File: src/design/ebz_pkg.sv
package ebz_pkg;

	// Coefficient width; operands and the divisor are one bit narrower.
	localparam int unsigned DEF_OPERAND_WIDTH = 32;

	typedef enum logic [2:0] {
		ST_IDLE,
		ST_CHECK,
		ST_DIV,
		ST_UPDATE,
		ST_FINISH
	} state_t;

	// Controller to datapath.
	typedef struct packed {
		logic load;        // capture both operands, set the rows to (a,1,0) and (b,0,1)
		logic div_init;    // clear remainder and products, load the dividend shifter
		logic div_step;    // one restoring-division bit plus product accumulation
		logic row_update;  // replace the first row and swap
		logic publish;     // copy the first row into the result registers
	} cmd_t;

	// Datapath to controller.
	typedef struct packed {
		logic rb_zero;     // second remainder is zero
		logic div_last;    // the step in progress produces the last quotient bit
	} status_t;

endpackage

File: src/design/ebz_datapath.sv
module ebz_datapath
	import ebz_pkg::*;
#(
	parameter int unsigned OPERAND_WIDTH = DEF_OPERAND_WIDTH,
	localparam int unsigned OW = OPERAND_WIDTH - 1,
	localparam int unsigned CW = $clog2(OW)
) (
	input  logic                     clk,
	input  logic                     arst_n,
	input  logic [OW-1:0]            in_first,
	input  logic [OW-1:0]            in_second,
	input  cmd_t                     cmd,
	output status_t                  status,
	output logic [OW-1:0]            res_divisor,
	output logic [OPERAND_WIDTH-1:0] res_coeff_first,
	output logic [OPERAND_WIDTH-1:0] res_coeff_second
);

	localparam logic [CW-1:0] CNT_LAST = CW'(OW - 1);

	logic [OW-1:0]            ra_q, rb_q, rem_q, dvd_q;
	logic [OPERAND_WIDTH-1:0] sa_q, sb_q, ta_q, tb_q, ps_q, pt_q;
	logic [CW-1:0]            cnt_q;
	logic [OW-1:0]            g_q;
	logic [OPERAND_WIDTH-1:0] cs_q, ct_q;

	logic [OW:0]              shifted;
	logic                     qbit;
	logic [OW:0]              diff;
	logic [OW-1:0]            rem_next;
	logic [OPERAND_WIDTH-1:0] ps_next, pt_next;

	// Restoring division: shift one dividend bit in, subtract when it fits.
	assign shifted  = {rem_q, dvd_q[OW-1]};
	assign qbit     = shifted >= {1'b0, rb_q};
	assign diff     = shifted - {1'b0, rb_q};
	assign rem_next = qbit ? diff[OW-1:0] : shifted[OW-1:0];

	// q*sb and q*tb built MSB first alongside the quotient bits, modulo 2^W.
	assign ps_next = {ps_q[OPERAND_WIDTH-2:0], 1'b0} + (qbit ? sb_q : '0);
	assign pt_next = {pt_q[OPERAND_WIDTH-2:0], 1'b0} + (qbit ? tb_q : '0);

	assign status.rb_zero  = (rb_q == '0);
	assign status.div_last = (cnt_q == CNT_LAST);

	always_ff @(posedge clk or negedge arst_n) begin
		if (!arst_n) begin
			cnt_q <= '0;
		end else if (cmd.div_init) begin
			cnt_q <= '0;
		end else if (cmd.div_step) begin
			cnt_q <= cnt_q + CW'(1);
		end
	end

	always_ff @(posedge clk) begin
		if (cmd.load) begin
			ra_q <= in_first;
			rb_q <= in_second;
			sa_q <= OPERAND_WIDTH'(1);
			sb_q <= '0;
			ta_q <= '0;
			tb_q <= OPERAND_WIDTH'(1);
		end else if (cmd.row_update) begin
			ra_q <= rb_q;
			rb_q <= rem_q;
			sa_q <= sb_q;
			sb_q <= sa_q - ps_q;
			ta_q <= tb_q;
			tb_q <= ta_q - pt_q;
		end
		if (cmd.div_init) begin
			rem_q <= '0;
			dvd_q <= ra_q;
			ps_q  <= '0;
			pt_q  <= '0;
		end else if (cmd.div_step) begin
			rem_q <= rem_next;
			dvd_q <= {dvd_q[OW-2:0], 1'b0};
			ps_q  <= ps_next;
			pt_q  <= pt_next;
		end
		if (cmd.publish) begin
			g_q  <= ra_q;
			cs_q <= sa_q;
			ct_q <= ta_q;
		end
	end

	assign res_divisor      = g_q;
	assign res_coeff_first  = cs_q;
	assign res_coeff_second = ct_q;

	// The partial remainder stays below the divisor through every step.
	a_rem_below_divisor: assert property (@(posedge clk) disable iff (!arst_n)
		cmd.div_step |-> (rem_q < rb_q))
		else $error("partial remainder not below divisor");

endmodule

File: src/design/ebz_ctrl.sv
module ebz_ctrl
	import ebz_pkg::*;
(
	input  logic    clk,
	input  logic    arst_n,
	input  logic    s_tvalid,
	output logic    s_tready,
	output logic    m_tvalid,
	input  logic    m_tready,
	input  status_t status,
	output cmd_t    cmd
);

	state_t state_q, state_next;
	logic   out_valid_q;
	logic   out_free;

	assign out_free = !out_valid_q || m_tready;

	always_comb begin
		state_next = state_q;
		case (state_q)
			ST_IDLE:   if (s_tvalid) state_next = ST_CHECK;
			ST_CHECK:  state_next = status.rb_zero ? ST_FINISH : ST_DIV;
			ST_DIV:    if (status.div_last) state_next = ST_UPDATE;
			ST_UPDATE: state_next = ST_CHECK;
			ST_FINISH: if (out_free) state_next = ST_IDLE;
			default:   state_next = ST_IDLE;
		endcase
	end

	always_comb begin
		cmd      = '0;
		s_tready = 1'b0;
		case (state_q)
			ST_IDLE: begin
				s_tready = 1'b1;
				cmd.load = s_tvalid;
			end
			ST_CHECK:  cmd.div_init   = !status.rb_zero;
			ST_DIV:    cmd.div_step   = 1'b1;
			ST_UPDATE: cmd.row_update = 1'b1;
			ST_FINISH: cmd.publish    = out_free;
			default:   cmd = '0;
		endcase
	end

	always_ff @(posedge clk or negedge arst_n) begin
		if (!arst_n) begin
			state_q     <= ST_IDLE;
			out_valid_q <= 1'b0;
		end else begin
			state_q <= state_next;
			if (cmd.publish) begin
				out_valid_q <= 1'b1;
			end else if (m_tready) begin
				out_valid_q <= 1'b0;
			end
		end
	end

	assign m_tvalid = out_valid_q;

	a_div_runs_to_last: assert property (@(posedge clk) disable iff (!arst_n)
		(state_q == ST_DIV && !status.div_last) |=> (state_q == ST_DIV))
		else $error("division left before its last step");

	a_update_after_last: assert property (@(posedge clk) disable iff (!arst_n)
		cmd.row_update |-> ($past(state_q) == ST_DIV && $past(status.div_last)))
		else $error("row update without a finished division");

	a_publish_when_done: assert property (@(posedge clk) disable iff (!arst_n)
		cmd.publish |-> status.rb_zero)
		else $error("result published with non-zero remainder");

	a_publish_no_overwrite: assert property (@(posedge clk) disable iff (!arst_n)
		cmd.publish |-> (!out_valid_q || m_tready))
		else $error("pending result overwritten");

endmodule

File: src/design/extended_gcd_bezout_core.sv
// Extended Euclidean GCD core. Each input transfer carries two non-negative
// integers a and b (OPERAND_WIDTH-1 bits each); each output transfer returns
// g = gcd(a, b) and two's-complement coefficients s and t (OPERAND_WIDTH bits)
// with a*s + b*t = g. With b = 0 the result is (a, 1, 0); with a = b = 0 it is
// (0, 1, 0). One item is in flight at a time. Each Euclid step runs a
// restoring division over one shared subtractor, one quotient bit per cycle,
// while q*s and q*t are accumulated by shift-and-add; a step is a
// remainder check, the division and a row update. The result sits in an
// output register, so the next input is taken as soon as the result is
// written, even while it still waits to be transferred. No state is kept
// between items.
module extended_gcd_bezout_core
	import ebz_pkg::*;
#(
	parameter int unsigned OPERAND_WIDTH = DEF_OPERAND_WIDTH,
	localparam int unsigned OW    = OPERAND_WIDTH - 1,
	localparam int unsigned IN_W  = ((2 * OW + 7) / 8) * 8,
	localparam int unsigned OUT_W = ((OW + 2 * OPERAND_WIDTH + 7) / 8) * 8
) (
	input  logic             clk,
	input  logic             arst_n,
	input  logic             s_tvalid,
	output logic             s_tready,
	input  logic [IN_W-1:0]  s_tdata,   // first_operand, second_operand, zero pad
	output logic             m_tvalid,
	input  logic             m_tready,
	output logic [OUT_W-1:0] m_tdata    // divisor, coeff_first, coeff_second, zero pad
);

	cmd_t    cmd;
	status_t status;

	logic [OW-1:0]            first_operand, second_operand;
	logic [OW-1:0]            divisor;
	logic [OPERAND_WIDTH-1:0] coeff_first, coeff_second;

	// Unpack the operands; pad bits above them are ignored.
	assign first_operand  = s_tdata[OW-1:0];
	assign second_operand = s_tdata[2*OW-1:OW];

	// Sequencer: accept, check remainder, divide bit by bit, update rows, publish.
	ebz_ctrl u_ctrl (
		.clk      (clk),
		.arst_n   (arst_n),
		.s_tvalid (s_tvalid),
		.s_tready (s_tready),
		.m_tvalid (m_tvalid),
		.m_tready (m_tready),
		.status   (status),
		.cmd      (cmd)
	);

	// Row registers, shared divider, product accumulators and result registers.
	ebz_datapath #(
		.OPERAND_WIDTH (OPERAND_WIDTH)
	) u_datapath (
		.clk              (clk),
		.arst_n           (arst_n),
		.in_first         (first_operand),
		.in_second        (second_operand),
		.cmd              (cmd),
		.status           (status),
		.res_divisor      (divisor),
		.res_coeff_first  (coeff_first),
		.res_coeff_second (coeff_second)
	);

	// Pack the result from the lowest bit up and zero-fill to whole bytes.
	assign m_tdata = OUT_W'({coeff_second, coeff_first, divisor});

endmodule
File: config.mk
export PLATFORM = sky130hd
export DESIGN_NAME = extended_gcd_bezout_core
export DESIGN_NICKNAME = d
export VERILOG_FILES = /design/src/design/ebz_pkg.sv /design/src/design/ebz_datapath.sv /design/src/design/ebz_ctrl.sv /design/src/design/extended_gcd_bezout_core.sv
export SDC_FILE = /design/constraint.sdc
export NUM_CORES = 1
export LEC_CHECK = 0
export BUFFER_PORTS_ARGS = -buffer_cell sky130_fd_sc_hd__buf_2
export CORE_MARGIN = 2
export CORE_UTILIZATION = 61
export CTS_BUF_LIST = sky130_fd_sc_hd__clkbuf_16
export CTS_CLUSTER_SIZE = 24
export DETAILED_ROUTE_END_ITERATION = 16
export GPL_TIMING_DRIVEN = 1
export PLACE_DENSITY_LB_ADDON = 0.08
export SKIP_CTS_REPAIR_TIMING = 1
export SLEW_MARGIN = 20
export SYNTH_ARGS = -nofsm -noshare
export SYNTH_HDL_FRONTEND = slang
export SYNTH_SLANG_ARGS = --single-unit
File: constraint.sdc
create_clock -name clk -period 5.9 [get_ports clk]
set_input_delay 0 -clock clk [delete_from_list [all_inputs] [get_ports clk]]
set_output_delay 0 -clock clk [all_outputs]
set_load 0.05 [all_outputs]
==> parameters.txt, run 1 <==
Parameter                              Value

Clock network
  Bufs on Longest Clock Path    3
  Number of clock sinks seen by CTS    420
  Root Driver    sky130_fd_sc_hd__clkbuf_16
  TritonCTS Buffers    44
  Clock Latency Late Sink    600 ps
  CTS clk-pin slew, worst paths    60 ps
  Total number of H-tree levels    2
  CTS tree    built

Setup path
  Crit-path max FO    26
  Sort of element at the start of the critical path    register
  Critical Path RT    6350 ps
  Crit path capture type    register
  Data arrival at the endpoint of the critical path    6090 ps
  Category of the critical setup timing path    register to register
  Register-to-Register Setup Slack    260 ps

Outcome
  Status    complete, but fails checks
  Violations in the final reports    hold timing

Logic synthesis
  Cell accounting for the most synthesized area    sky130_fd_sc_hd__edfxtp_1
  Most used flip-flop cell after synthesis    sky130_fd_sc_hd__dfxtp_1
  Share of Yosys cell area claimed by the top area cell type    24.4%
  Number of standard cells after synthesis    2614
  Synthesized net count    2842
  Total of flip-flops plus latches after synthesis    420
  Synth Area per Inst    8.85 um2
  Post-Syn Area    23100 um2
  Number of enable flip-flop cells after synthesis    188
  Biggest area contributors in the synthesized netlist    sky130_fd_sc_hd__edfxtp_1, sky130_fd_sc_hd__dfxtp_1, sky130_fd_sc_hd__nand2_1
  Async S/R FF share, synth    2.14%
  Sequential share of the synthesized area    44.7%
  Synthesis Warnings    0
  Number of distinct library cells after synthesis    77

Place
  Final weighted congestion in routability-driven placement    0.906
  IO Port Bufs    162
  HPWL reported at the end of detailed placement    40600 um

Cells and area
  Final net count    3016
  Area overhead of the layout relative to synthesis    14.5%
  Final Util    70.6%
  Number of diodes added for antenna fixing    0
  Fraction of final layout cells sized beyond drive strength 1    9.84%

Job
  Max-cap viol count    0

Pwr
  Switching power summed over all nets    8.37 mW
  Power Internal    10.1 mW
  Portion of total power attributed to combinational logic    57.6%
  Sum of internal, switching and leakage power    18.5 mW
  Share of power burned in registers    26.9%
  Clock network fraction of design power    15.4%
  Static Leak    11.1 nW
  Maximum ir drop on the vdd rail    443 uV
  Power density over the cells    699 nW/um2
  Proportion of total power due to net switching    45.3%

STA
  Final setup violating endpoints    0
  Final Cycle Share    95.7%
  Endpoints failing hold    1
  Achievable Freq    177 MHz
  Worst hold margin    -69.0 ps
  Final Slew Violations    0
  Remaining max-slew budget at the tightest pin    31.5%
  Maximum clock skew at final layout    18.7 ps
  Minimum clock period    5640 ps
  Transition time at the pin with the least slew margin    1030 ps

Floorplan
  Total die area    39500 um2
  Placeable core area    37500 um2
  Number of I/O pins    166
  Vertical extent of the die    199 um
  Initial Utilization    61.7%
  Die extent in x    199 um
  Row count    71

Global routing
  All-layer global routing usage    29.9%
  Maximum number of pins on one net before global-route repair    85
  Initial antenna violation count    1
  First-pass GRT wire length    94100 um
  Via count of the first global-routing pass    18.5k
  Grt ovf    0

Routing
  DRC    0
  Routed len/inst    18.0 um
  Detailed Routing Iterations Pass 1    5
  Final ANT Viol Nets    0
  DRT iter0 DRCs    1779
  Average via count per standard cell    5.94
  Total number of vias    19.8k
  Final WL    60000 um

Worst hold path
  Class of the tightest hold or removal check    primary input to register
## layer usage
layer	global-route usage (%)	wire [um]	up-vias
li1	-	-	9617
met1	41.9	26800	9387
met2	47.5	26900	678
met3	5.26	4630	120
met4	9.26	1670	0
met5	0	0	-
## layout by cell type, fill, tap and decap left out, drive strengths merged, types with 14 or more instances in the layout
cell type / netlist / routed
o21ai: 175 / 175
nand2: 525 / 525
nor2: 102 / 102
o31ai: 21 / 21
inv: 142 / 156
xnor2: 69 / 69
o22ai: 22 / 22
a211oi: 19 / 19
dfxtp: 223 / 223
clkbuf: 101 / 44
ha: 155 / 155
a21o: 65 / 65
nand3: 78 / 78
o21a: 24 / 24
clkinv: 0 / 16
edfxtp: 188 / 188
nor3: 27 / 27
o211ai: 14 / 14
buf: 20 / 184
a31oi: 21 / 21
and2: 69 / 69
xor2: 50 / 50
nand4: 18 / 18
o21bai: 27 / 27
dlygate4sd3: 0 / 65
nand2b: 16 / 16
a21oi: 237 / 237
## cells in the mapped netlist, drive strengths merged, types with 20 or more instances
library cell and n:
o21ai 175, o21bai 27, buf 20, a21oi 237
a21o 65, xor2 50, and2 69, o31ai 21
ha 155, a31oi 21, nand3 78, nor2 102
o21a 24, nand2 525, inv 142, edfxtp 188
dfxtp 223, o22ai 22, nor3 27, xnor2 69
clkbuf 101
## worst paths after layout
path	start	end	cells past startpoint
worst max-delay path	u_datapath.rb_q[0]$_DFFE_PP_	u_datapath.pt_q[30]$_SDFFE_PP0N_	21
worst min-delay path	s_tdata[12]	u_datapath.ra_q[12]$_DFFE_PP_	3
worst max register to register	u_datapath.rb_q[0]$_DFFE_PP_	u_datapath.pt_q[30]$_SDFFE_PP0N_	21
worst min register to register	u_datapath.ra_q[22]$_DFFE_PP_	u_datapath.res_divisor[22]$_DFFE_PP_	0
max in group asynchronous	arst_n	u_datapath.cnt_q[3]$_DFFE_PN0P_	3
min in group asynchronous	arst_n	u_datapath.cnt_q[2]$_DFFE_PN0P_	3
## state kept, by name, summed over array words and instances (netlist names), 32 cells and up
register / flops
u_datapath.res_coeff_second: 32
u_datapath.pt_q: 32
u_datapath.ta_q: 32
u_datapath.res_coeff_first: 32
u_datapath.sa_q: 32
u_datapath.tb_q: 32
u_datapath.sb_q: 32
u_datapath.ps_q: 32
## critical path, stage by stage (launching register included)
cell and delay, ps:
sky130_fd_sc_hd__edfxtp_1 480, sky130_fd_sc_hd__ha_1 300, sky130_fd_sc_hd__fa_1 420, sky130_fd_sc_hd__nand2b_1 200, sky130_fd_sc_hd__a21oi_1 260, sky130_fd_sc_hd__o21ai_0 150
sky130_fd_sc_hd__a21oi_1 200, sky130_fd_sc_hd__o21ai_0 280, sky130_fd_sc_hd__a21oi_4 240, sky130_fd_sc_hd__buf_4 280, sky130_fd_sc_hd__and2_1 230, sky130_fd_sc_hd__ha_1 280
sky130_fd_sc_hd__a211oi_1 340, sky130_fd_sc_hd__o21bai_1 150, sky130_fd_sc_hd__a31oi_1 220, sky130_fd_sc_hd__buf_4 160, sky130_fd_sc_hd__nor2_1 40, sky130_fd_sc_hd__a31oi_1 370
sky130_fd_sc_hd__o31ai_1 240, sky130_fd_sc_hd__a311oi_1 370, sky130_fd_sc_hd__xor2_1 180, sky130_fd_sc_hd__o22ai_1 90
## final cells by class
| cell class | instances | area, um2 |
|---|---|---|
| fillers | 3008 | 11000 |
| clock inverters | 38 | 377 |
| well taps | 511 | 639 |
| inverters | 142 | 533 |
| flip-flops and latches | 420 | 10300 |
| clock buffers | 44 | 1100 |
| multi-input cells | 1931 | 11900 |
| repair buffers | 249 | 1640 |
## stage by stage
| stage | cells | TNS (ps) | instance area, um2 | setup WS [ps] |
|---|---|---|---|---|
| global placement | 3188 | 0 | 24400 | 532 |
| finish | 3335 | 0 | 26500 | 255 |
| detailed placement | 3188 | 0 | 24400 | 348 |
| global route | 3335 | -5.35 | 26500 | -5.35 |
| CTS | 3270 | 0 | 25800 | 327 |
| floorplan | 2614 | 0 | 23100 | 964 |
## kinds of logic (layout without fill, tap and decap cells)
group	Yosys count	after routing	synth area share (%)
and+or+nand+nor	910	910	17.6
xor gates and xnor gates	119	119	4.51
adders and majority gates	160	160	8.82
muxes	15	15	0.660
other	1	1	0.0162
buffers and inverters	263	473	4.29
AOI/OAI and AO/OA	726	726	19.5
DFF	420	420	44.7
## power by group through the flow
| stage | Combinational [mW] | Sequential [mW] | Clock, mW |
|---|---|---|---|
| detailed placement | 10.3 | 5.02 | 0 |
| floorplan | 8.14 | 4.75 | 0 |
| CTS | 10.5 | 4.97 | 2.90 |
| global route | 11.9 | 5.09 | 3.00 |
| finish | 10.7 | 4.99 | 2.86 |
| global placement | 10.1 | 4.99 | 0 |
Power figures use the tool's default switching activity.
==> inputs of run 2 (changes only) <==
--- a/config.mk
+++ b/config.mk
@@ -5,9 +5,10 @@
 export SDC_FILE = /design/constraint.sdc
 export NUM_CORES = 1
 export LEC_CHECK = 0
+export ABC_AREA = 1
 export BUFFER_PORTS_ARGS = -buffer_cell sky130_fd_sc_hd__buf_2
 export CORE_MARGIN = 2
-export CORE_UTILIZATION = 61
+export CORE_UTILIZATION = 62
 export CTS_BUF_LIST = sky130_fd_sc_hd__clkbuf_16
 export CTS_CLUSTER_SIZE = 24
 export DETAILED_ROUTE_END_ITERATION = 16
==> run 2 against run 1 <==
Via count grew 20%. Sequential cell count is the same. The run now ends clean. Synthesized cell count grew 27%. Cell area grew 7.4%. Count of clock-buffer cells in the layout grew 1. Critical endpoint is now u_datapath.ps_q[29]$_SDFFE_PP0N_. Non-clock buffer count shrank 7.
==> parameters.txt, run 2 <==
Parameter                              Value

Outcome
  Status    finished, final reports clean

STA
  Minimum clock period    4630 ps (-1010 ps)
  Achievable Freq    216 MHz (+22%)
  Total negative slack    0 ps (unchanged)
  Transition time at the pin with the least slew margin    1030 ps (-0.270 ps)
  Setup repair after global routing missed its margin    no
  Maximum clock skew at final layout    31.2 ps (+12.5 ps)
  Endpoints failing hold    0 (-1)
  Final Slew Violations    0 (unchanged)
  Min setup slack post-route    1270 ps (+1010 ps)
  Remaining max-slew budget at the tightest pin    31.5% (about the same)
  Final Cycle Share    78.5% (-17 points)
  Final setup violating endpoints    0 (unchanged)

Floorplan
  Number of I/O pins    166 (unchanged)
  Row count    73 (+2.8%)
  Initial Utilization    63.1% (+1.4 points)
  Die extent in x    206 um (+3.4%)
  Vertical extent of the die    206 um (+3.4%)
  Total die area    42200 um2 (+7.0%)
  Placeable core area    39900 um2 (+6.5%)

Logic synthesis
  Number of enable flip-flop cells after synthesis    188 (unchanged)
  Cell accounting for the most synthesized area    sky130_fd_sc_hd__edfxtp_1
  Post-Syn Area    25200 um2 (+8.9%)
  Top cells by instance count after synthesis    sky130_fd_sc_hd__nand2_1, sky130_fd_sc_hd__inv_1, sky130_fd_sc_hd__o21ai_0, sky130_fd_sc_hd__a21oi_1, sky130_fd_sc_hd__nor2_1
  Share of Yosys cell area claimed by the top area cell type    22.4% (-2.0 points)
  Async S/R FF share, synth    2.14% (unchanged)
  Sequential share of the synthesized area    41.0% (-3.6 points)
  Most used flip-flop cell after synthesis    sky130_fd_sc_hd__dfxtp_1
  Synthesized net count    3537 (+24%)
  Synthesis Warnings    0 (unchanged)
  Total of flip-flops plus latches after synthesis    420 (unchanged)
  Number of distinct library cells after synthesis    52 (-32%)
  Number of standard cells after synthesis    3309 (+27%)
  Biggest area contributors in the synthesized netlist    sky130_fd_sc_hd__edfxtp_1, sky130_fd_sc_hd__dfxtp_1, sky130_fd_sc_hd__nand2_1
  Most used standard cell by instance count after synthesis    sky130_fd_sc_hd__nand2_1
  Synth Area per Inst    7.61 um2 (-14%)

Clock network
  Root Driver    sky130_fd_sc_hd__clkbuf_16
  Bufs on Longest Clock Path    3 (unchanged)
  CTS clk-pin slew, worst paths    70 ps (about the same)
  Clock Latency Late Sink    610 ps (about the same)
  CTS tree    built
  TritonCTS Buffers    45 (+2.3%)
  Number of clock sinks seen by CTS    420 (unchanged)
  Total number of H-tree levels    2 (unchanged)

Cells and area
  Final instance area    28400 um2 (+7.4%)
  Number of inserted filler cells in the final layout    3131 (+4.1%)
  Fraction of final layout cells sized beyond drive strength 1    9.65% (-0.19 points)
  Most common cell after layout, fill and taps aside    sky130_fd_sc_hd__nand2_1
  Final net count    3725 (+24%)
  Number of diodes added for antenna fixing    0 (unchanged)
  Most frequent cells in the layout    sky130_fd_sc_hd__nand2_1, sky130_fd_sc_hd__inv_1, sky130_fd_sc_hd__o21ai_0, sky130_fd_sc_hd__a21oi_1, sky130_fd_sc_hd__nor2_1
  Area overhead of the layout relative to synthesis    12.9%

Global routing
  Initial antenna violation count    2 (+1)
  All-layer global routing usage    34.0% (+4.1 points)
  First-pass GRT wire length    113000 um (+21%)
  Via count of the first global-routing pass    21.9k (+18%)
  Grt ovf    0 (unchanged)
  Maximum number of pins on one net before global-route repair    200 (+140%)

Place
  IO Port Bufs    162 (unchanged)
  Final weighted congestion in routability-driven placement    0.978 (+7.9%)
  HPWL reported at the end of detailed placement    52700 um (+30%)
  Pre-CTS worst setup slack    1410 ps (+1060 ps)
  Post-Place Cell Area    26300 um2 (+8.1%)

Setup path
  Data arrival at the endpoint of the critical path    5110 ps (-980 ps)
  R2R Path Start    u_datapath.rb_q[11]$_DFFE_PP_
  Crit-path max FO    49 (+88%)
  Critical Path RT    6380 ps (+30 ps)
  Category of the critical setup timing path    register to register
  Register-to-Register Setup Slack    1270 ps (+1010 ps)
  Path depth of the worst reg2reg path    24 (+14%)
  Critical path destination    u_datapath.ps_q[29]$_SDFFE_PP0N_
  Endpoint of the worst-slack reg-to-reg timing path    u_datapath.ps_q[29]$_SDFFE_PP0N_
  Sort of element at the start of the critical path    register
  Timing startpoint of the critical path    u_datapath.rb_q[11]$_DFFE_PP_
  Crit path capture type    register

Worst hold path
  Startpoint of the tightest hold check path    m_tready
  Class of the tightest hold or removal check    primary input to register

Job
  Max-cap viol count    0 (unchanged)

Routing
  Detailed Routing Iterations Pass 1    6 (+1)
  DRT iter0 DRCs    2356 (+32%)
  Average via count per standard cell    5.85 (-1.5%)
  Routed len/inst    18.6 um (+3.3%)
  DRC    0 (unchanged)
  Final ANT Viol Nets    0 (unchanged)
  Final WL    75400 um (+26%)
  Total number of vias    23.7k (+20%)
==> run 2: layer usage <==
metal	GRT usage, %	vias up	wire length (um)
met4	14.7	4	4200
li1	-	11300	-
met5	0	-	28
met1	43.6	10900	29800
met2	57.3	1200	35400
met3	4.81	324	5960
==> run 2: final cells by class <==
type                            instances  area [um2]  share of cell area (%)
Clock inverter                         38         328                    1.15
Timing Repair Buffer                  242        1600                    5.63
Sequential cell                       420       10300                    36.4
Clock buffer                           45        1130                    3.96
Tap cell                              525         657                    2.31
Multi-Input combinational cell       2308       12600                    44.2
Inverter                              480        1810                    6.36
==> run 2: cell families after synthesis <==
group | Yosys count | share of synthesized area, %
buffers and inverters | 581 | 9.12
xor gates and xnor gates | 85 | 2.96
and+or+nand+nor | 1276 | 21.6
other | 1 | 0.0149
DFF | 420 | 41.0
adders and majority gates | 160 | 8.10
AOI/OAI and AO/OA | 786 | 17.2
==> run 2: stage by stage <==
step	hold slack [ps]	util (%)	std cells
finish	169	71.2	4058
global route	204	71.2	4058
CTS	-768	69.6	3992
detailed placement	-136	65.9	3909
global placement	-144	65.9	3909
floorplan	-296	-	3309
==> run 2: how the worst min path moves through the flow <==
stage,slack (ps),to,depth (start not counted)
after global routing,200,u_ctrl.m_tvalid$_DFFE_PN0P_,3
after CTS,-770,u_ctrl.m_tvalid$_DFFE_PN0P_,1
after floorplan,-300,u_ctrl.m_tvalid$_DFFE_PN0P_,0
final,170,u_ctrl.m_tvalid$_DFFE_PN0P_,3
after detailed placement,-140,u_ctrl.m_tvalid$_DFFE_PN0P_,1
after global placement,-140,u_ctrl.m_tvalid$_DFFE_PN0P_,1
==> run 2: worst max-delay path, cell delays in order (launching register included) <==
cell and delay, ps:
sky130_fd_sc_hd__edfxtp_1 440, sky130_fd_sc_hd__inv_1 160, sky130_fd_sc_hd__ha_1 300, sky130_fd_sc_hd__nand2_1 140
sky130_fd_sc_hd__inv_1 80, sky130_fd_sc_hd__nand2_1 80, sky130_fd_sc_hd__nand2_1 60, sky130_fd_sc_hd__a21oi_1 200
sky130_fd_sc_hd__nand3_2 120, sky130_fd_sc_hd__nand2_2 90, sky130_fd_sc_hd__nand2_4 50, sky130_fd_sc_hd__inv_4 630
sky130_fd_sc_hd__buf_4 440, sky130_fd_sc_hd__nor2_2 50, sky130_fd_sc_hd__ha_1 370, sky130_fd_sc_hd__a21oi_1 220
sky130_fd_sc_hd__o21ai_0 180, sky130_fd_sc_hd__a21oi_1 260, sky130_fd_sc_hd__nor2_1 70, sky130_fd_sc_hd__nor2_1 90
sky130_fd_sc_hd__nand2_1 110, sky130_fd_sc_hd__nand2_1 80, sky130_fd_sc_hd__nand2_1 40, sky130_fd_sc_hd__o21ai_0 170
sky130_fd_sc_hd__inv_1 50
Power of run 2 is left out: the tool's default activity adds up to more than one toggle a clock period on the data nets, which glitch-free logic cannot reach.
